===== src/design/hla_div.sv =====
// pipelined restoring divider, floor(num * 2^FB / den), one quotient bit per stage
`default_nettype none
module hla_div #(
  parameter int FB    = 16,
  parameter int TAG_W = 1
) (
  input  logic             clk,
  input  logic             rst,
  input  logic             en,
  input  logic             in_valid,
  input  logic [FB:0]      num,
  input  logic [FB+1:0]    den,
  input  logic [TAG_W-1:0] tag_in,
  output logic             out_valid,
  output logic [FB:0]      quo,
  output logic [TAG_W-1:0] tag_out
);
  localparam int NS = FB + 1;

  logic [FB+1:0]    rem_q [0:NS-1];
  logic [FB:0]      quo_q [0:NS-1];
  logic [FB+1:0]    den_q [0:NS-1];
  logic [TAG_W-1:0] tag_q [0:NS-1];
  logic             vld_q [0:NS-1];

  for (genvar j = 0; j < NS; j++) begin : g_stage
    logic [FB+2:0]    trial;
    logic [FB+2:0]    diff;
    logic [FB+1:0]    dsr;
    logic [FB:0]      qin;
    logic [TAG_W-1:0] tin;
    logic             vin;
    logic             ge;

    if (j == 0) begin : g_first
      // remainder starts at num >> 1 with num[0] shifted in
      assign trial = {2'b00, num};
      assign dsr   = den;
      assign qin   = '0;
      assign tin   = tag_in;
      assign vin   = in_valid;
    end else begin : g_next
      assign trial = {rem_q[j-1], 1'b0};
      assign dsr   = den_q[j-1];
      assign qin   = quo_q[j-1];
      assign tin   = tag_q[j-1];
      assign vin   = vld_q[j-1];
    end

    assign diff = trial - {1'b0, dsr};
    assign ge   = trial >= {1'b0, dsr};

    always_ff @(posedge clk) begin
      if (rst) begin
        vld_q[j] <= 1'b0;
      end else if (en) begin
        vld_q[j] <= vin;
      end
      if (en) begin
        rem_q[j] <= ge ? diff[FB+1:0] : trial[FB+1:0];
        quo_q[j] <= {qin[FB-1:0], ge};
        den_q[j] <= dsr;
        tag_q[j] <= tin;
      end
    end
  end

  assign out_valid = vld_q[NS-1];
  assign quo       = quo_q[NS-1];
  assign tag_out   = tag_q[NS-1];
endmodule
`default_nettype wire


===== config.mk =====
export PLATFORM = sky130hd
export DESIGN_NAME = hla_div
export DESIGN_NICKNAME = d
export VERILOG_FILES = /design/src/design/hla_div.sv
export SDC_FILE = /design/constraint.sdc
export NUM_CORES = 1
export LEC_CHECK = 0
export ABC_AREA = 1
export BUFFER_PORTS_ARGS = -buffer_cell sky130_fd_sc_hd__buf_2
export CAP_MARGIN = 15
export CORE_MARGIN = 5
export CORE_UTILIZATION = 50
export DETAILED_ROUTE_END_ITERATION = 16
export PLACE_DENSITY_LB_ADDON = 0.2
export SETUP_SLACK_MARGIN = 0.15
export SLEW_MARGIN = 0
export SYNTH_ARGS = -nofsm -noshare
export SYNTH_HDL_FRONTEND = slang
export SYNTH_SLANG_ARGS = --single-unit

===== constraint.sdc =====
create_clock -name clk -period 1.8 [get_ports clk]
set_input_delay 0.09 -clock clk [delete_from_list [all_inputs] [get_ports clk]]
set_output_delay 0.09 -clock clk [all_outputs]
set_load 0.05 [all_outputs]

==> run metrics <==
status=finished, violations left; failing checks=setup timing; # setup viols final=284; synthesized instance count=5361; worst-margin pin slew=0.520 ns; routed len/inst=20.7 µm; Hold Path Class=primary input to register; ys flop type=edfxtp_1; met2 WL=89.3 mm; Leak Pwr=0.0349 µW; pin count of the biggest net entering global routing=93; met3 WL=12.1 mm; chip width=314 µm; vias in the first global route=45900; number of remaining DRC errors=0; die footprint=98800 µm²; fraction of registers with async set/reset=0%; fin. max-slew vios=0; clk buf depth=3; core area=91800 µm²; M1 WL=63.8 mm; Post-synth EDFFs=763; # rows=111; CP Launch Type=register; VDD IR-drop max=1.01 mV; CP Class=register to register; Top Ports=59; Max-slew headroom=65.2%; simple-gate area share of the yosys netlist=27.8%; DR pass1 iterations=6; period utilisation layout=126%; Storage cell area=22900 µm²; total of flip-flops plus latches after synthesis=763; Final ANT Viol Nets=0; max frequency=0.441 GHz; Distinct cells, synth=40; total power=130000 µW; Avg Cell Area, Syn=8.64 µm²; DIE HEIGHT=314 µm; post-layout min period=2.27 ns; initial antenna violation count=1; main combinational cell family by area after synthesis=simple AND/OR/NAND/NOR gates; RD Place Congestion=0.937; Initial Util=50.5%; total gr overflow=0; adder-cell area share of the yosys netlist=8.90%; Yosys warnings=0; TritonCTS clock tree=built; clock-pin slew on the worst setup and hold paths=0.06 ns; Cell Pwr Density=1690 nW/µm²; CTS Sinks=763; area delta synth->final=65.4%; Post-DP HPWL=102 mm; Finished Cell Area=76600 µm²; Port Buffers=58; Post-Syn Area=46300 µm²; first-pass GRT wire length=240 mm; Final Hold Viols=0; clk root buf=clkbuf_16; XOR/XNOR Fraction of Synth Area=2.70%; Via Count=48100; Placed Area=61200 µm²; mux share of post-synthesis cell area=0%; uppermost layer routed=met4; area of the multi-input gates=30800 µm²; hold_ws=0.0575 ns; syn_nets=5721; Num CTS Buffers=82; crit-path max FO=4; GRT Overall Usage=30.2%; post-DR vias/cell=5.58; Final #Nets=7673; worst setup margin=-0.466 ns; share of layout cells above drive strength 1=54.2%; Synth Area in Compound Gates=3.40%; critical path capture point type=register; clk_lat worst skew=0.68 ns; critical path data required time=2.21 ns; Max Cap Violations=0; Layout fillers=4479; crit path DAT=2.68 ns; initial DRC count=4581; Seq/Total Area, Yosys=49.5%; H-tree levels=3; Diodes inserted=0; drt total wl=178 mm; Worst Skew=0.0317 ns; RSZ-0062 raised after global routing=true
-- critical path, stage by stage, from the launching register on --
cell,delay (ns)
edfxtp_1,0.39
inv_1,0.11
ha_4,0.31
nand2_2,0.06
inv_2,0.09
buf_4,0.14
nand2_2,0.08
nor3_2,0.31
nand2_1,0.18
nand2_1,0.11
nand2_1,0.08
nand3_2,0.09
nand2_1,0.06
-- cells in the final DEF (no fill, tap or decap), types with 16 or more instances in the layout --
master,synthesis,layout
a21oi_1,154,66
a21oi_2,17,65
a21oi_4,3,43
a31oi_4,0,16
buf_12,0,40
buf_2,16,58
buf_4,5,1588
buf_6,29,129
clkbuf_16,0,102
clkinv_1,0,17
dlygate4sd3_1,0,38
edfxtp_1,763,763
ha_1,304,35
ha_4,0,266
inv_1,833,563
inv_2,3,259
nand2_1,1809,1123
nand2_2,12,516
nand2_4,6,175
nand2_8,0,37
nand3_1,533,182
nand3_2,5,299
nand3_4,2,61
nand3b_1,112,112
nand4_1,32,32
nor2_1,351,233
nor2_2,16,66
nor2_4,0,70
nor3_1,67,24
nor3_2,0,29
o21ai_2,8,21
o21bai_1,18,18
xnor2_1,19,19
xor2_1,124,120
-- per-layer routing --
layer	vias up	track usage [%]
li1	21600	-
met1	22900	36.5
met2	2664	54.2
met3	981	3.82
met4	0	13.8
met5	-	0
-- Yosys cell counts, types with 2 or more instances --
cell	count	area, µm²
nand3b_1	112	841
o21a_1	2	15.0
nand3_4	2	35.0
buf_6	29	327
nand4_2	14	175
xor2_1	124	1090
nand3_1	533	2670
nor2_1	351	1320
o21bai_1	18	135
nand2_4	6	67.6
fa_1	16	320
a21oi_4	3	48.8
a21oi_2	17	149
a21oi_1	154	771
nor3b_1	2	15.0
nand2_1	1809	6790
nand3_2	5	50.1
edfxtp_1	763	22900
xnor2_1	19	166
buf_4	5	37.5
o21ai_1	16	80.1
or2_2	17	106
nor3_1	67	335
o21ai_2	8	70.1
buf_2	16	80.1
and2_1	7	43.8
and3_1	3	18.8
nand4_1	32	200
inv_2	3	11.3
inv_1	833	3130
o21ai_0	26	130
ha_1	304	3800
nor2_2	16	100
a31oi_2	12	150
nand2_2	12	75.1
-- area by class of cell --
type / count / area share [%]
clock buffers: 94 / 2.82
clock inverters: 58 / 0.611
inverters: 836 / 4.14
multi-input cells: 3743 / 40.2
flip-flops and latches: 763 / 29.9
well taps: 1243 / 2.03
repair buffers: 1887 / 20.3
-- power breakdown --
part	switching (µW)	internal, µW
Clock	7550	9300
Combinational	43900	39200
Sequential	4110	25600
Total	55500	74000
-- flip-flops by register name, indices dropped and copies added, names as in the netlist --
register and flops:
den_q 288, rem_q 288, quo_q 153, tag_q 17, vld_q 17
-- worst paths after layout --
check | from | end | slack, ns | cells past startpoint
max | den_q[0][101] | rem_q[0][121] | -0.47 | 12
min | rst | vld_q[0] | 0.06 | 2
max reg2reg | den_q[0][101] | rem_q[0][121] | -0.47 | 12
min reg2reg | quo_q[1][80] | quo_q[1][98] | 0.41 | 0
-- timing repair --
action | CTS | global route
cloned | 44 | 19
resized for setup | 1130 | 921
endpoints found under the setup margin | 285 | 304
setup buffers | 274 | 172
pin swaps | 456 | 490
endpoints found under the hold margin | 59 | 0
hold buffers | 38 | 0
-- cells by family (layout without fill, tap and decap cells) --
kind of cell             count (synthesis)  count (layout)
AO/OA/AOI/OAI                          258             262
flip-flops                             763             763
AND/OR/NAND/NOR                       2989            3018
adder cells (fa/ha/maj)                320             320
XOR/XNOR                               143             143
buffers and inverters                  888            2875
-- through the flow --
stage | utilization, % | worst slack (ns) | setup TNS (ns) | cells
2_1_floorplan | - | -0.0635 | -6.60 | 5361
3_3_place_gp | 66.7 | -0.534 | -70.62 | 7925
3_5_place_dp | 66.7 | -0.562 | -78.31 | 7925
4_1_cts | 77.9 | -0.235 | -41.62 | 8433
5_1_grt | 83.5 | -0.537 | -90.06 | 8624
6_report | 83.5 | -0.466 | -76.13 | 8624
No activity file was read; power rests on OpenSTA's default activity.
