[config.mk]
export PLATFORM = sky130hd
export DESIGN_NAME = hla_front
export DESIGN_NICKNAME = d
export VERILOG_FILES = /design/src/design/hla_pkg.sv /design/src/design/hla_front.sv
export SDC_FILE = /design/constraint.sdc
export NUM_CORES = 1
export LEC_CHECK = 0
export ABC_AREA = 1
export BUFFER_PORTS_ARGS = -buffer_cell sky130_fd_sc_hd__buf_2
export CORE_MARGIN = 3
export CORE_UTILIZATION = 55
export DETAILED_ROUTE_END_ITERATION = 7
export PLACE_DENSITY_LB_ADDON = 0.12
export SETUP_SLACK_MARGIN = 0.4
export SLEW_MARGIN = 20
export SYNTH_ARGS = -nofsm -noshare
export SYNTH_HDL_FRONTEND = slang
export SYNTH_SLANG_ARGS = --single-unit
[constraint.sdc]
create_clock -name clk -period 14.2 [get_ports clk]
set_clock_uncertainty 0.2 [all_clocks]
set_input_delay 3.55 -clock clk [delete_from_list [all_inputs] [get_ports clk]]
set_output_delay 3.55 -clock clk [all_outputs]
set_load 0.05 [all_outputs]
[src/design/hla_pkg.sv]
// shared types and defaults for the hsl lightness adjust block
`default_nettype none
package hla_pkg;
  localparam int FRACTION_BITS_DEF = 16;

  // which channel holds the maximum, sets the hue sextant base
  typedef enum logic [1:0] {
    SEXT_RED   = 2'd0,
    SEXT_GREEN = 2'd1,
    SEXT_BLUE  = 2'd2
  } sext_t;

  // per-pixel control that rides beside the data
  typedef struct packed {
    logic  cmd;
    logic  neg;
    sext_t sext;
    logic  gray;
  } ctl_t;
endpackage
`default_nettype wire

[src/design/hla_front.sv]
// rgb to fixed point, min/max, lightness and divider operands
`default_nettype none
module hla_front #(
  parameter int FB = 16
) (
  input  logic              clk,
  input  logic              rst,
  input  logic              en,
  input  logic              in_valid,
  input  logic              cmd,
  input  logic [31:0]       pixel_color,
  input  logic [16:0]       lightness_step,
  output logic              out_valid,
  output hla_pkg::ctl_t     ctl,
  output logic [FB:0]       lum,
  output logic [FB:0]       step,
  output logic [FB:0]       dif,
  output logic [FB+1:0]     den,
  output logic [FB:0]       mag
);
  import hla_pkg::*;

  localparam int QUOT = (1 << FB) / 255;
  localparam int REMD = (1 << FB) % 255;
  localparam logic [FB:0]   HALF = (FB+1)'(1 << (FB - 1));
  localparam logic [FB+1:0] TWO  = (FB+2)'(1 << (FB + 1));

  // floor(c * 2^FB / 255) as c*quot + floor(c*remd/255)
  function automatic logic [FB:0] to_fx(input logic [7:0] c);
    logic [FB:0] hi;
    logic [15:0] y;
    logic [15:0] lo;
    hi = (FB+1)'(c) * (FB+1)'(QUOT);
    y  = 16'(c) * 16'(REMD);
    lo = (y + (y >> 8) + 16'd1) >> 8;
    return hi + (FB+1)'(lo);
  endfunction

  logic [FB:0] step_fx;

  if (FB > 16) begin : g_step_up
    assign step_fx = {lightness_step, {(FB-16){1'b0}}};
  end else if (FB == 16) begin : g_step_eq
    assign step_fx = lightness_step;
  end else begin : g_step_dn
    assign step_fx = lightness_step[16:16-FB];
  end

  // stage a: channel conversion
  logic        a_valid;
  logic        a_cmd;
  logic [FB:0] a_r, a_g, a_b, a_step;

  always_ff @(posedge clk) begin
    if (rst) begin
      a_valid <= 1'b0;
    end else if (en) begin
      a_valid <= in_valid;
    end
    if (en) begin
      a_cmd  <= cmd;
      a_r    <= to_fx(pixel_color[15:8]);
      a_g    <= to_fx(pixel_color[23:16]);
      a_b    <= to_fx(pixel_color[31:24]);
      a_step <= step_fx;
    end
  end

  // stage b: extremes, lightness, hue difference
  logic [FB:0]   cmax, cmin, hx, hy;
  logic [FB+1:0] sum;
  logic [FB:0]   l_b;
  sext_t         sext;
  logic          neg;

  always_comb begin
    cmax = a_r;
    cmin = a_r;
    if (a_g > cmax) cmax = a_g;
    if (a_b > cmax) cmax = a_b;
    if (a_g < cmin) cmin = a_g;
    if (a_b < cmin) cmin = a_b;
    sum = {1'b0, cmax} + {1'b0, cmin};
    l_b = sum[FB+1:1];
    if (a_r == cmax) begin
      hx = a_g; hy = a_b; sext = SEXT_RED;
    end else if (a_g == cmax) begin
      hx = a_b; hy = a_r; sext = SEXT_GREEN;
    end else begin
      hx = a_r; hy = a_g; sext = SEXT_BLUE;
    end
    neg = hx < hy;
  end

  always_ff @(posedge clk) begin
    if (rst) begin
      out_valid <= 1'b0;
    end else if (en) begin
      out_valid <= a_valid;
    end
    if (en) begin
      ctl.cmd  <= a_cmd;
      ctl.neg  <= neg;
      ctl.sext <= sext;
      ctl.gray <= cmax == cmin;
      lum      <= l_b;
      step     <= a_step;
      dif      <= cmax - cmin;
      den      <= (l_b < HALF) ? sum : TWO - sum;
      mag      <= neg ? hy - hx : hx - hy;
    end
  end
endmodule
`default_nettype wire

==> results of run 1 <==
## stage by stage
step | power (uW) | hold slack [ns]
2_1_floorplan | 1890 | 0.200
3_3_place_gp | 2190 | 0.201
6_report | 2700 | 0.216
5_1_grt | 2900 | 0.222
4_1_cts | 2700 | 0.220
3_5_place_dp | 2220 | 0.205
## sequential cells by signal (all words and copies together), names as in the netlist
name and count:
a_g 17, a_cmd 1, a_r 17, lum 17, ctl 5, a_step 17, dif 17, den 17
a_b 17, mag 17, out_valid 1, a_valid 1, step 17
## power by group
part           internal [uW]  total, uW  switching, uW
sequential               713        759           45.7
clock                    254        483            229
combinational            407       1460           1050
total                   1370       2700           1330
## layout make-up
type	count	area (um2)	share of cell area
clock buffer	17	425	0.0289
clock inverter	15	191	0.0130
inverter	183	687	0.0466
multi-input combinational	1301	7490	0.509
sequential	161	4810	0.327
tap	319	399	0.0271
timing repair buffer	141	722	0.0490
## layout by cell type (no fill, tap or decap), types with 25 or more instances in the layout
cell,netlist,final
buf_2,22,136
edfxtp_1,159,159
ha_1,129,129
nand4_1,43,43
nor3_1,25,25
a21oi_1,86,86
nand3_1,196,196
inv_1,179,179
xor2_1,79,79
o21ai_0,78,78
nor2_1,162,162
nand2_1,401,401
## routing by layer
metal  track usage  part of all wire  vias to the layer above
met3        0.0449             0.065                       84
li1              -                 -                     5964
met2         0.462              0.46                      491
met1         0.376              0.44                     5578
met4         0.118             0.038                        2
met5             0           0.00035                        -
## final timing paths
path | from | to | cells after the start
max | a_r[14] | mag[7] | 49
min | a_step[7] | step[7] | 0
max reg2reg | a_r[14] | mag[7] | 49
min reg2reg | a_step[7] | step[7] | 0
## cell families after synthesis
logic type | count (synthesis)
and+or+nand+nor | 870
buffers and inverters | 246
xor gates and xnor gates | 96
DFF | 161
adders and majority gates | 133
AOI/OAI and AO/OA | 202
==> impl_metrics.env, run 1 <==
export IMPL_outcome="completed"
export IMPL_tightest_slew_ns=1.03
export IMPL_cts_sinks=161
export IMPL_p_leak_uw=0.00711
export IMPL_post_cts_buffers=0
export IMPL_rsz0062_at_grt="false"
export IMPL_syn_avg_cell_area_um2=7.80
export IMPL_ys_warn_count=0
export IMPL_stdcell_count=2137
export IMPL_yosysMostFrequentCell="nand2_1"
export IMPL_fin_tns_setup_ns=0
export IMPL_place_inst=2105
export IMPL_layout_min_cycle_time_ns=11.63
export IMPL_htreeDepth=4
export IMPL_fp_dieArea_um2=26100
export IMPL_power_density_nw_per_um2=183
export IMPL_crit_path_max_incr_delay_ns=0.85
export IMPL_synth_mux_area_frac=0
export IMPL_dp_hpwl_mm=28.5
export IMPL_nets=1992
export IMPL_required_ns=14.21
export IMPL_timing_fmax_ghz=0.0860
export IMPL_start_util=0.564
export IMPL_final_area_um2=14700
export IMPL_dp_slack_ns=2.86
export IMPL_async_reset_ff_frac=0
export IMPL_syn_area_um2=13300
export IMPL_vias_per_cell=5.67
export IMPL_ctsHoldBuffers=0
export IMPL_postPlaceCellArea_um2=14100
export IMPL_ys_ff_latch=161
export IMPL_antenna_found_initial=1
export IMPL_layout_setup_ws_ns=2.57
export IMPL_clockBufferDepth=2
export IMPL_ios=146
export IMPL_synthCells=1708
export IMPL_cts_buffers=17
export IMPL_worstSetupPathType="flop to flop"
export IMPL_synthTopCellsByArea="edfxtp_1, ha_1, nand2_1"
export IMPL_critPathSlowestCell="nand3_4"
export IMPL_syn_nets=1895
export IMPL_synthSimpleGateAreaFrac=0.289
export IMPL_synth_top_area_cell="edfxtp_1"
export IMPL_report_final_slew_viol_count=0
export IMPL_drcViolationCount=0
export IMPL_clk_latency_ns=0.45
export IMPL_grt_overflow_total=0
export IMPL_grt_usage=0.283
export IMPL_fp_dieH_um=162
export IMPL_synthAdderAreaFrac=0.127
export IMPL_critPathLaunchType="flop"
export IMPL_rrSetupSlack_ns=2.57
export IMPL_critPathCaptureType="flop"
export IMPL_ys_seq_area_frac=0.362
export IMPL_synth_edff_count=159
export IMPL_grt_pass1_vias=11266
export IMPL_grt_max_degree=100
export IMPL_path_max_fanout=69
export IMPL_post_cts_resized=0
export IMPL_port_buffers=137
export IMPL_synthFlopType="edfxtp_1"
export IMPL_yosysUniqueCellTypes=47
export IMPL_nFillCells=2191
export IMPL_worst_ep_arrival_time_ns=11.64
export IMPL_finalWirelength_mm=36.8
export IMPL_gp_congestion=0.959
export IMPL_hold_viol=0
export IMPL_path_clk_slew_ns=0.08
export IMPL_utilization=0.624
export IMPL_wire_per_inst_um=17.2
export IMPL_cp_top_family="simple AND/OR/NAND/NOR gates"
export IMPL_drtPass1Iterations=6
export IMPL_crit_buf_inv=9
export IMPL_max_cap_viol_count=0
export IMPL_slew_headroom=0.307
export IMPL_cts_root_buffer="clkbuf_16"
export IMPL_ir_worst_vdd_v=0.000141
export IMPL_cts_tree="done"
export IMPL_synth_xor_area_share=0.0632
export IMPL_die_w_um=162
export IMPL_core_area_um2=23600
export IMPL_setup_viol=0
export IMPL_netlist_area_leader_share=0.359
export IMPL_drive_gt1_frac=0.111
export IMPL_antennaDiodeCount=0
export IMPL_area_growth_pct=10.6
export IMPL_vias=12119
export IMPL_min_path_type="flop to flop"
export IMPL_num_rows=56
export IMPL_post_route_period_util=0.819
export IMPL_drt_initial_drc_count=1402
export IMPL_postRouteAntennaNets=0
export IMPL_synth_commonest_cells="nand2_1, nand3_1, inv_1, nor2_1, edfxtp_1"
export IMPL_grt_pass1_wl_mm=58.0
export IMPL_crit_top_cell="nand2_1"
export IMPL_synth_top_family_by_area="simple AND/OR/NAND/NOR gates"
export IMPL_synth_compound_gate_area_share=0.0834
No activity file was read; power rests on OpenSTA's default activity.
==> inputs of run 2 (changes only) <==
==> constraint.sdc (replaced) <==
create_clock -name clk -period 11.11 [get_ports clk]
set_clock_uncertainty 0.2 [all_clocks]
set_input_delay 2.7775 -clock clk [delete_from_list [all_inputs] [get_ports clk]]
set_output_delay 2.7775 -clock clk [all_outputs]
set_load 0.05 [all_outputs]
==> impl_metrics.env, run 2 (synthesis results as in run 1) <==
export IMPL_post_route_period_util=0.819
export IMPL_ctsHoldBuffers=0
export IMPL_crit_path_max_incr_delay_ns=0.53
export IMPL_cts_root_buffer="clkbuf_16"
export IMPL_critPathSlowestCell="edfxtp_1"
export IMPL_wire_per_inst_um=17.1
export IMPL_post_cts_resized=0
export IMPL_max_cap_viol_count=0
export IMPL_grt_max_degree=100
export IMPL_drcViolationCount=0
export IMPL_pwr_share_seq=0.283
export IMPL_cp_startpoint="a_r[14]"
export IMPL_ir_worst_vdd_v=0.000175
export IMPL_core_area_um2=23600
export IMPL_fin_tns_setup_ns=0
export IMPL_share_comb_of_total_power=0.543
export IMPL_drtPass1Iterations=6
export IMPL_wl_met3_mm=2.41
export IMPL_vias_per_cell=5.64
export IMPL_timing_fmax_ghz=0.110
export IMPL_critPathCaptureType="flop"
export IMPL_layout_min_cycle_time_ns=9.10
export IMPL_hold_ws_ns=0.219
export IMPL_crit_cells=48
export IMPL_dp_hpwl_mm=28.6
export IMPL_antenna_found_initial=0
export IMPL_fp_dieArea_um2=26100
export IMPL_min_path_type="flop to flop"
export IMPL_grt_overflow_total=0
export IMPL_layout_commonest_cell="nand2_1"
export IMPL_nFillCells=2129
export IMPL_p_sw_frac=0.494
export IMPL_cts_buffers=17
export IMPL_final_area_um2=14800
export IMPL_top_layer="met4"
export IMPL_power_share_clock=0.174
export IMPL_antennaDiodeCount=0
export IMPL_rrSetupSlack_ns=2.01
export IMPL_area_growth_pct=10.9
export IMPL_tightest_slew_ns=0.986
export IMPL_htreeDepth=4
export IMPL_slew_headroom=0.335
export IMPL_required_ns=11.11
export IMPL_r2r_end="mag[5]"
export IMPL_grt_usage=0.282
export IMPL_p_leak_uw=0.00713
export IMPL_drt_initial_drc_count=1094
export IMPL_nets=2000
export IMPL_hold_viol=0
export IMPL_clk_latency_ns=0.45
export IMPL_endpoint="mag[5]"
export IMPL_die_w_um=162
export IMPL_worst_ep_arrival_time_ns=9.10
export IMPL_vias=12102
export IMPL_outcome="completed"
export IMPL_grt_pass1_vias=11317
export IMPL_final_cell_mix="nand2_1, nand3_1, inv_1"
export IMPL_cts_tree="done"
export IMPL_post_cts_buffers=0
export IMPL_reg2regPathDepth=48
export IMPL_r2r_start="a_r[14]"
export IMPL_drive_gt1_frac=0.114
export IMPL_start_util=0.564
export IMPL_crit_top_cell="nand2_1"
export IMPL_fin_total_pwr_uw=3430
export IMPL_critPathLaunchType="flop"
export IMPL_setup_viol=0
export IMPL_grt_pass1_wl_mm=58.6
export IMPL_path_clk_slew_ns=0.08
export IMPL_ios=146
export IMPL_postPlaceCellArea_um2=14200
export IMPL_crit_buf_inv=9
export IMPL_p_sw_uw=1690
export IMPL_gp_congestion=1.00
export IMPL_cp_top_family="simple AND/OR/NAND/NOR gates"
export IMPL_met1_length_mm=15.9
export IMPL_postRouteAntennaNets=0
export IMPL_clockBufferDepth=2
export IMPL_rsz0062_at_grt="false"
export IMPL_fp_dieH_um=162
export IMPL_dr_wl_met2_mm=17.2
export IMPL_num_rows=56
export IMPL_path_max_fanout=53
export IMPL_finalWirelength_mm=36.7
export IMPL_port_buffers=137
export IMPL_worstSetupPathType="flop to flop"
export IMPL_report_final_slew_viol_count=0
export IMPL_power_density_nw_per_um2=232
export IMPL_p_int_uw=1740
export IMPL_cts_sinks=161
==> run 2: cell count changes in the layout (fill, tap and decap cells not counted) <==
cell and delta:
bufinv_16 -1, clkinvlp_4 +1, buf_4 +8
==> run 2: per-stage QoR <==
step / util / worst slack (ns) / std cells
5_1_grt: 0.625 / 1.24 / 2145
3_3_place_gp: 0.600 / 2.33 / 2113
3_5_place_dp: 0.600 / 2.22 / 2113
6_report: 0.625 / 2.01 / 2145
2_1_floorplan: - / 4.47 / 1708
4_1_cts: 0.625 / 2.20 / 2145
==> run 2: worst min-delay path by stage <==
stage	slack [ns]	cells past startpoint	end	from
global placement	0.20	0	step[11]	a_step[11]
floorplan	0.20	0	ctl[4]	a_cmd
finish	0.22	0	step[12]	a_step[12]
CTS	0.22	0	step[8]	a_step[8]
global route	0.23	0	step[1]	a_step[1]
detailed placement	0.21	0	step[0]	a_step[0]
==> run 2: routing by layer <==
| layer | up-vias | global-route usage |
|---|---|---|
| met3 | 85 | 0.0372 |
| met5 | - | 0 |
| li1 | 5964 | - |
| met2 | 449 | 0.471 |
| met1 | 5604 | 0.383 |
| met4 | 0 | 0.0919 |
==> run 2: power by group through the flow <==
stage               combinational, uW  clock, uW  sequential [uW]
floorplan                        1030          0             1380
global placement                 1820          0              981
detailed placement               1850          0              984
CTS                              1860        607              970
global route                     2070        633              980
finish                           1870        597              971
==> run 2: layout make-up <==
class                      count  area (um2)  share of cell area
clock inverter                15         169              0.0114
sequential                   161        4810               0.326
inverter                     183         687              0.0465
tap                          319         399              0.0270
multi-input combinational   1301        7490               0.507
clock buffer                  17         425              0.0288
timing repair buffer         149         782              0.0529
