$ cat src/design/hla_pkg.sv
// shared types and defaults for the hsl lightness adjust block
`default_nettype none
package hla_pkg;
  localparam int FRACTION_BITS_DEF = 16;

  // which channel holds the maximum, sets the hue sextant base
  typedef enum logic [1:0] {
    SEXT_RED   = 2'd0,
    SEXT_GREEN = 2'd1,
    SEXT_BLUE  = 2'd2
  } sext_t;

  // per-pixel control that rides beside the data
  typedef struct packed {
    logic  cmd;
    logic  neg;
    sext_t sext;
    logic  gray;
  } ctl_t;
endpackage
`default_nettype wire

$ cat src/design/hla_recon.sv
// hue assembly, lightness step and hsl to rgb back conversion
`default_nettype none
module hla_recon #(
  parameter int FB = 16
) (
  input  logic          clk,
  input  logic          rst,
  input  logic          en,
  input  logic          in_valid,
  input  logic [FB:0]   sat,
  input  logic [FB:0]   hq,
  input  hla_pkg::ctl_t ctl,
  input  logic [FB:0]   lum,
  input  logic [FB:0]   step,
  output logic          out_valid,
  output logic [31:0]   color
);
  import hla_pkg::*;

  typedef enum logic [1:0] {
    SEL_LO   = 2'd0,
    SEL_RAMP = 2'd1,
    SEL_HI   = 2'd2
  } csel_t;

  localparam logic CMD_BRIGHTEN = 1'b0;

  localparam logic [FB:0]   ONE   = (FB+1)'(1 << FB);
  localparam logic [FB:0]   HALF  = (FB+1)'(1 << (FB - 1));
  localparam logic [FB+2:0] ONE_H = (FB+3)'(1 << FB);
  localparam logic [FB+2:0] TWO_H = (FB+3)'(2 << FB);
  localparam logic [FB+2:0] THR_H = (FB+3)'(3 << FB);
  localparam logic [FB+2:0] FOU_H = (FB+3)'(4 << FB);
  localparam logic signed [FB+3:0] TWO_S = (FB+4)'(2 << FB);
  localparam logic signed [FB+3:0] FOU_S = (FB+4)'(4 << FB);
  localparam logic signed [FB+3:0] SIX_S = (FB+4)'(6 << FB);

  // stage c: hue in sixths, saturation, adjusted lightness
  logic signed [FB+3:0] hbase, hs, qs;
  logic [FB+1:0]        bsum;
  logic [FB:0]          l_adj;

  always_comb begin
    case (ctl.sext)
      SEXT_RED:   hbase = '0;
      SEXT_GREEN: hbase = TWO_S;
      SEXT_BLUE:  hbase = FOU_S;
      default:    hbase = '0;
    endcase
    qs = $signed({3'b000, hq});
    hs = ctl.neg ? hbase - qs : hbase + qs;
    if (hs < 0) hs = hs + SIX_S;
    bsum = {1'b0, lum} + {1'b0, step};
    if (ctl.cmd == CMD_BRIGHTEN) begin
      l_adj = (bsum > {1'b0, ONE}) ? ONE : bsum[FB:0];
    end else begin
      l_adj = (step >= lum) ? '0 : lum - step;
    end
  end

  logic          c_valid;
  logic [FB+2:0] c_h6;
  logic [FB:0]   c_s, c_l;

  always_ff @(posedge clk) begin
    if (rst) begin
      c_valid <= 1'b0;
    end else if (en) begin
      c_valid <= in_valid;
    end
    if (en) begin
      c_h6 <= ctl.gray ? '0 : hs[FB+2:0];
      c_s  <= ctl.gray ? '0 : sat;
      c_l  <= l_adj;
    end
  end

  // stage d: w2 product, channel positions and regions
  logic          le_half;
  logic [FB+1:0] mb;
  logic [FB+2:0] pos [0:2];
  csel_t         sel_d [0:2];
  logic [FB:0]   t_d [0:2];

  always_comb begin
    le_half = c_l <= HALF;
    mb      = le_half ? {1'b0, ONE} + {1'b0, c_s} : {1'b0, c_s};
    pos[0]  = (c_h6 < FOU_H) ? c_h6 + TWO_H : c_h6 - FOU_H;
    pos[1]  = c_h6;
    pos[2]  = (c_h6 >= TWO_H) ? c_h6 - TWO_H : c_h6 + FOU_H;
    for (int k = 0; k < 3; k++) begin
      if (pos[k] < ONE_H) begin
        sel_d[k] = SEL_RAMP;
        t_d[k]   = pos[k][FB:0];
      end else if (pos[k] < THR_H) begin
        sel_d[k] = SEL_HI;
        t_d[k]   = '0;
      end else if (pos[k] < FOU_H) begin
        sel_d[k] = SEL_RAMP;
        t_d[k]   = (FB+1)'(FOU_H - pos[k]);
      end else begin
        sel_d[k] = SEL_LO;
        t_d[k]   = '0;
      end
    end
  end

  logic            d_valid, d_le;
  logic [2*FB+2:0] d_prod;
  logic [FB:0]     d_l, d_s;
  csel_t           d_sel [0:2];
  logic [FB:0]     d_t [0:2];

  always_ff @(posedge clk) begin
    if (rst) begin
      d_valid <= 1'b0;
    end else if (en) begin
      d_valid <= c_valid;
    end
    if (en) begin
      d_le   <= le_half;
      d_prod <= (2*FB+3)'(c_l) * (2*FB+3)'(mb);
      d_l    <= c_l;
      d_s    <= c_s;
      for (int k = 0; k < 3; k++) begin
        d_sel[k] <= sel_d[k];
        d_t[k]   <= t_d[k];
      end
    end
  end

  // stage e: the two hsl helper values
  logic [FB+2:0] ls;
  logic [FB+1:0] w2, w1;

  always_comb begin
    ls = d_prod[2*FB+2:FB];
    w2 = d_le ? ls[FB+1:0] : {1'b0, d_l} + {1'b0, d_s} - ls[FB+1:0];
    w1 = {d_l, 1'b0} - w2;
  end

  logic          e_valid;
  logic [FB+1:0] e_w1, e_w2, e_dw;
  csel_t         e_sel [0:2];
  logic [FB:0]   e_t [0:2];

  always_ff @(posedge clk) begin
    if (rst) begin
      e_valid <= 1'b0;
    end else if (en) begin
      e_valid <= d_valid;
    end
    if (en) begin
      e_w1 <= w1;
      e_w2 <= w2;
      e_dw <= w2 - w1;
      for (int k = 0; k < 3; k++) begin
        e_sel[k] <= d_sel[k];
        e_t[k]   <= d_t[k];
      end
    end
  end

  // stage f: ramp products
  logic            f_valid;
  logic [FB+1:0]   f_w1, f_w2;
  logic [2*FB+2:0] f_prod [0:2];
  csel_t           f_sel [0:2];

  always_ff @(posedge clk) begin
    if (rst) begin
      f_valid <= 1'b0;
    end else if (en) begin
      f_valid <= e_valid;
    end
    if (en) begin
      f_w1 <= e_w1;
      f_w2 <= e_w2;
      for (int k = 0; k < 3; k++) begin
        f_prod[k] <= (2*FB+3)'(e_dw) * (2*FB+3)'(e_t[k]);
        f_sel[k]  <= e_sel[k];
      end
    end
  end

  // stage g: channel value, clamp, scale to a byte
  logic [FB+1:0] v [0:2];
  logic [FB+9:0] sc [0:2];
  logic [7:0]    ch [0:2];

  always_comb begin
    for (int k = 0; k < 3; k++) begin
      case (f_sel[k])
        SEL_RAMP: v[k] = f_w1 + f_prod[k][FB+FB+1:FB];
        SEL_HI:   v[k] = f_w2;
        default:  v[k] = f_w1;
      endcase
      if (v[k] > {1'b0, ONE}) v[k] = {1'b0, ONE};
      sc[k] = ((FB+10)'(v[k]) << 8) - (FB+10)'(v[k]);
      ch[k] = sc[k][FB+7:FB];
    end
  end

  always_ff @(posedge clk) begin
    if (rst) begin
      out_valid <= 1'b0;
    end else if (en) begin
      out_valid <= f_valid;
    end
    if (en) begin
      color <= {ch[2], ch[1], ch[0], 8'hFF};
    end
  end
endmodule
`default_nettype wire

$ cat config.mk
export PLATFORM = sky130hd
export DESIGN_NAME = hla_recon
export DESIGN_NICKNAME = d
export VERILOG_FILES = /design/src/design/hla_pkg.sv /design/src/design/hla_recon.sv
export SDC_FILE = /design/constraint.sdc
export NUM_CORES = 2
export LEC_CHECK = 0
export BUFFER_PORTS_ARGS = -buffer_cell sky130_fd_sc_hd__buf_2
export CAP_MARGIN = 15
export CORE_MARGIN = 2
export CORE_UTILIZATION = 42
export DETAILED_ROUTE_END_ITERATION = 6
export SETUP_SLACK_MARGIN = 0.1
export SKIP_LAST_GASP = 1
export SLEW_MARGIN = 20
export SYNTH_ARGS = -nofsm -noshare
export SYNTH_HDL_FRONTEND = slang
export SYNTH_SLANG_ARGS = --single-unit
$ cat constraint.sdc
create_clock -name clk -period 9.9 [get_ports clk]
set_input_delay 1.98 -clock clk [delete_from_list [all_inputs] [get_ports clk]]
set_output_delay 1.98 -clock clk [all_outputs]
set_load 0.01 [all_outputs]
==> flow_results.xml <==
<?xml version="1.0" encoding="UTF-8"?>
<metrics>
  <group name="outcome">
    <metric name="status" unit="">finished clean</metric>
  </group>
  <group name="route">
    <metric name="drc" unit="">0</metric>
    <metric name="vias" unit="">45000</metric>
    <metric name="wirelength" unit="µm">162000</metric>
    <metric name="avgRoutedWirePerCell" unit="µm">18.8</metric>
    <metric name="routed_via_density" unit="">5.24</metric>
    <metric name="route.antenna.remaining_nets" unit="">0</metric>
    <metric name="drt-initial-drc-count" unit="">3216</metric>
    <metric name="dr.pass1.iters" unit="">6</metric>
  </group>
  <group name="place">
    <metric name="post-dp-hpwl" unit="µm">127000</metric>
    <metric name="place_congestion" unit="">0.901</metric>
    <metric name="count_of_buffers_from_port_buffering" unit="">101</metric>
  </group>
  <group name="clocking">
    <metric name="clock_tree.buffer_depth" unit="">3</metric>
    <metric name="tritoncts" unit="">built</metric>
    <metric name="clkSinkCount" unit="">396</metric>
    <metric name="worstSkewPairLatency" unit="ps">650</metric>
    <metric name="cts_buf_count" unit="">49</metric>
    <metric name="post_cts.repair.setup_buffers" unit="">0</metric>
    <metric name="cts.repair.resized" unit="">0</metric>
    <metric name="cts_hold_repair.buffers" unit="">0</metric>
    <metric name="clockRootBuffer" unit="">sky130_fd_sc_hd__clkbuf_16</metric>
    <metric name="cts-htree-levels" unit="">2</metric>
    <metric name="path_clk_slew" unit="ps">60</metric>
  </group>
  <group name="flow_run">
    <metric name="maxCapViolations" unit="">0</metric>
  </group>
  <group name="timing">
    <metric name="finalCriticalPeriod" unit="ps">8080</metric>
    <metric name="timing.final.hold_violations" unit="">0</metric>
    <metric name="fin_setup_tns" unit="ps">0</metric>
    <metric name="skew" unit="ps">26.2</metric>
    <metric name="slew_headroom" unit="%">22.7</metric>
    <metric name="timing.fmax" unit="MHz">124</metric>
    <metric name="min_period_over_period" unit="%">81.6</metric>
    <metric name="setup_viol_count_final" unit="">0</metric>
    <metric name="tightest_slew" unit="ps">1160</metric>
    <metric name="finalMaxSlewViolations" unit="">0</metric>
    <metric name="grt_setup_unrepaired" unit="">false</metric>
  </group>
  <group name="yosys">
    <metric name="flip_flop_and_latch_count_after_synthesis" unit="">396</metric>
    <metric name="syn-instance-count" unit="">6694</metric>
    <metric name="synth.largest_area_cell" unit="">sky130_fd_sc_hd__fa_1</metric>
    <metric name="synth.yosys.warnings" unit="">0</metric>
    <metric name="yosysSeqAreaShare" unit="%">19.2</metric>
    <metric name="postSynth.asyncResetShare" unit="%">0</metric>
    <metric name="most_used_standard_cell_by_instance_count_after_synthesis" unit="">sky130_fd_sc_hd__inv_1</metric>
    <metric name="synth_common_cells" unit="">sky130_fd_sc_hd__inv_1 (1386), sky130_fd_sc_hd__nand2_1 (1036), sky130_fd_sc_hd__fa_1 (961)</metric>
    <metric name="synth_enable_flop_cells" unit="">391</metric>
    <metric name="syn_avg_cell_area" unit="µm²">9.19</metric>
    <metric name="synthFlopType" unit="">sky130_fd_sc_hd__edfxtp_1</metric>
    <metric name="post_synthesis_cell_area" unit="µm²">61500</metric>
    <metric name="yosys.area.top_type_share" unit="%">31.3</metric>
    <metric name="ys_top_cells_by_area" unit="">sky130_fd_sc_hd__fa_1 (31%), sky130_fd_sc_hd__edfxtp_1 (19%), sky130_fd_sc_hd__ha_1 (12%)</metric>
    <metric name="synthDistinctLibCells" unit="">80</metric>
  </group>
  <group name="floorplanning">
    <metric name="initial_core_util" unit="%">42.3</metric>
    <metric name="die-area" unit="µm²">150000</metric>
    <metric name="fp.dieH" unit="µm">387</metric>
    <metric name="dieWidth" unit="µm">387</metric>
    <metric name="placement_rows" unit="">140</metric>
    <metric name="floorplan.core_area" unit="µm²">146000</metric>
    <metric name="design.portCount" unit="">110</metric>
  </group>
  <group name="worst_setup_path">
    <metric name="regToRegSetupSlack" unit="ps">1820</metric>
    <metric name="timing.critical_path.required" unit="ps">10360</metric>
    <metric name="worstReg2RegEnd" unit="">f_prod[0][32]</metric>
    <metric name="reg2reg_from" unit="">e_dw[10]</metric>
    <metric name="critical_path.slowest_cell" unit="">sky130_fd_sc_hd__edfxtp_1</metric>
    <metric name="crit_path_frequent_cell" unit="">sky130_fd_sc_hd__fa_1</metric>
    <metric name="critical_path_buf_inv_count" unit="">4</metric>
    <metric name="critPathMaxFanout" unit="">22</metric>
    <metric name="worstSetupStartpointType" unit="">register</metric>
    <metric name="timing.setup.critical_path_class" unit="">register to register</metric>
    <metric name="critical_path_arrival" unit="ps">8540</metric>
    <metric name="crit_path_cell_trace" unit="">buf_4 -&gt; nand2_1 -&gt; fa_1 -&gt; fa_1 -&gt; inv_1 -&gt; fa_1 -&gt; fa_1 -&gt; fa_1 -&gt; inv_1 -&gt; fa_1 -&gt; inv_1 -&gt; ha_1 -&gt; nand2_1 -&gt; nor3_1 -&gt; nand4_1 -&gt; o22ai_1 -&gt; o211a_1 -&gt; o21a_1 -&gt; o21ai_0 -&gt; a211oi_1 -&gt; o21ai_0 -&gt; a221oi_1</metric>
    <metric name="worst-r2r-cell-count" unit="">22</metric>
    <metric name="worst_path_dominant_cell_family" unit="">adder cells</metric>
    <metric name="maximum_cell_stage_delay_along_the_critical_path" unit="ps">1110</metric>
    <metric name="cp-end-kind" unit="">register</metric>
  </group>
  <group name="grt">
    <metric name="grt_first_pass_wirelength" unit="µm">259000</metric>
    <metric name="via_count_of_the_first_global_routing_pass" unit="">46400</metric>
    <metric name="grt.overflow.total" unit="">0</metric>
    <metric name="overall_fraction_of_global_route_tracks_in_use" unit="%">21.8</metric>
    <metric name="largest_net_degree_at_the_start_of_global_routing" unit="">165</metric>
    <metric name="number_of_antenna_violations_at_the_first_check_in_global_routing" unit="">5</metric>
  </group>
  <group name="finish">
    <metric name="drive_above_1_share" unit="%">4.24</metric>
    <metric name="layout.nets" unit="">8246</metric>
    <metric name="flow.area_growth_from_synthesis" unit="%">6.52</metric>
  </group>
  <group name="min_path">
    <metric name="holdCritPathClass" unit="">register to register</metric>
    <metric name="launch_point_of_the_worst_hold_path" unit="">e_w1[16]</metric>
    <metric name="worstHoldPathCells" unit="">0</metric>
    <metric name="min_delay_worst_endpoint" unit="">f_w1[16]</metric>
  </group>
</metrics>
layer usage:
layer	wire [µm]	up-vias	global-route usage [%]
met1	71000	22600	29.8
li1	-	20900	-
met3	8190	239	2.25
met4	6090	2	7.66
met2	76300	1243	36.3
met5	13	-	0
how the worst max path moves through the flow:
stage | depth (start not counted) | startpoint | slack, ps | to
final | 22 | e_dw[10] | 1820 | f_prod[0][32]
after global routing | 28 | c_l[13] | 1330 | d_prod[33]
after CTS | 28 | c_l[13] | 1880 | d_prod[33]
after detailed placement | 21 | e_dw[10] | 1910 | f_prod[0][66]
after global placement | 21 | e_dw[10] | 2050 | f_prod[0][66]
after floorplan | 30 | c_l[10] | 2880 | d_prod[33]
worst register-to-register path: stages, from the launching register on:
cell and delay [ps]:
sky130_fd_sc_hd__edfxtp_1 1110, sky130_fd_sc_hd__buf_4 450, sky130_fd_sc_hd__nand2_1 150, sky130_fd_sc_hd__fa_1 480
sky130_fd_sc_hd__fa_1 540, sky130_fd_sc_hd__inv_1 60, sky130_fd_sc_hd__fa_1 590, sky130_fd_sc_hd__fa_1 460
sky130_fd_sc_hd__fa_1 500, sky130_fd_sc_hd__inv_1 50, sky130_fd_sc_hd__fa_1 470, sky130_fd_sc_hd__inv_1 40
sky130_fd_sc_hd__ha_1 320, sky130_fd_sc_hd__nand2_1 70, sky130_fd_sc_hd__nor3_1 550, sky130_fd_sc_hd__nand4_1 180
sky130_fd_sc_hd__o22ai_1 500, sky130_fd_sc_hd__o211a_1 290, sky130_fd_sc_hd__o21a_1 180, sky130_fd_sc_hd__o21ai_0 140
sky130_fd_sc_hd__a211oi_1 350, sky130_fd_sc_hd__o21ai_0 130, sky130_fd_sc_hd__a221oi_1 300
registers in the layout (all words and copies together), names as in the netlist, 6 cells and up:
register / count
f_sel: 6
d_sel: 6
c_l: 17
e_sel: 6
e_w2: 17
d_l: 17
f_prod: 54
color: 24
e_w1: 18
c_s: 17
c_h6: 19
d_t: 51
f_w1: 18
e_t: 51
d_s: 17
d_prod: 18
f_w2: 17
e_dw: 17
stage by stage:
stage               instances  setup WS [ps]  instance area, µm²  hold slack [ps]  util (%)
floorplan                6745           2880               61700              400         -
global placement         8503           2050               63800              401      43.9
global route             8594           1330               65500              410      45.0
finish                   8595           1820               65500              412      45.0
CTS                      8593           1880               65500              409      45.0
detailed placement       8503           1910               63800              405      43.9
logic make-up (layout without fill, tap and decap cells):
logic type	count (synthesis)	in the layout	share of synthesized area, %
buffers and inverters	1700	1631	10.4
flip-flops	396	396	19.2
multiplexers	23	23	0.388
XOR/XNOR	189	189	2.69
AO/OA/AOI/OAI	825	825	8.88
AND/OR/NAND/NOR	2025	2025	15.4
other	2	55	0.0122
adder cells (fa/ha/maj)	1534	1534	42.9
cell type report:
cell class | count | area, µm²
antenna | 2 | 5.00
clock buffer | 54 | 1240
clock inverter | 36 | 439
fill | 14000 | 80000
inverter | 1388 | 5210
multi-input combinational | 4649 | 43500
sequential | 396 | 11800
tap | 1917 | 2400
timing repair buffer | 153 | 931
placed cells by master (no fill, tap or decap), types with 42 or more instances in the layout:
master and instances:
sky130_fd_sc_hd__a21o_1 84, sky130_fd_sc_hd__buf_4 50, sky130_fd_sc_hd__nor3_1 94, sky130_fd_sc_hd__a21oi_1 196
sky130_fd_sc_hd__o21a_1 42, sky130_fd_sc_hd__and3_1 42, sky130_fd_sc_hd__o21ai_0 162, sky130_fd_sc_hd__clkbuf_16 49
sky130_fd_sc_hd__ha_1 571, sky130_fd_sc_hd__nand2b_1 48, sky130_fd_sc_hd__and2_1 347, sky130_fd_sc_hd__xnor2_1 136
sky130_fd_sc_hd__inv_1 1386, sky130_fd_sc_hd__nor2b_1 60, sky130_fd_sc_hd__nand2_1 1036, sky130_fd_sc_hd__nand3_1 43
sky130_fd_sc_hd__conb_1 53, sky130_fd_sc_hd__edfxtp_1 391, sky130_fd_sc_hd__nor2_1 217, sky130_fd_sc_hd__fa_1 961
sky130_fd_sc_hd__buf_2 100, sky130_fd_sc_hd__xor2_1 53
Power is left out: the tool's default activity adds up to more than one toggle a clock period on the data nets, which glitch-free logic cannot reach.
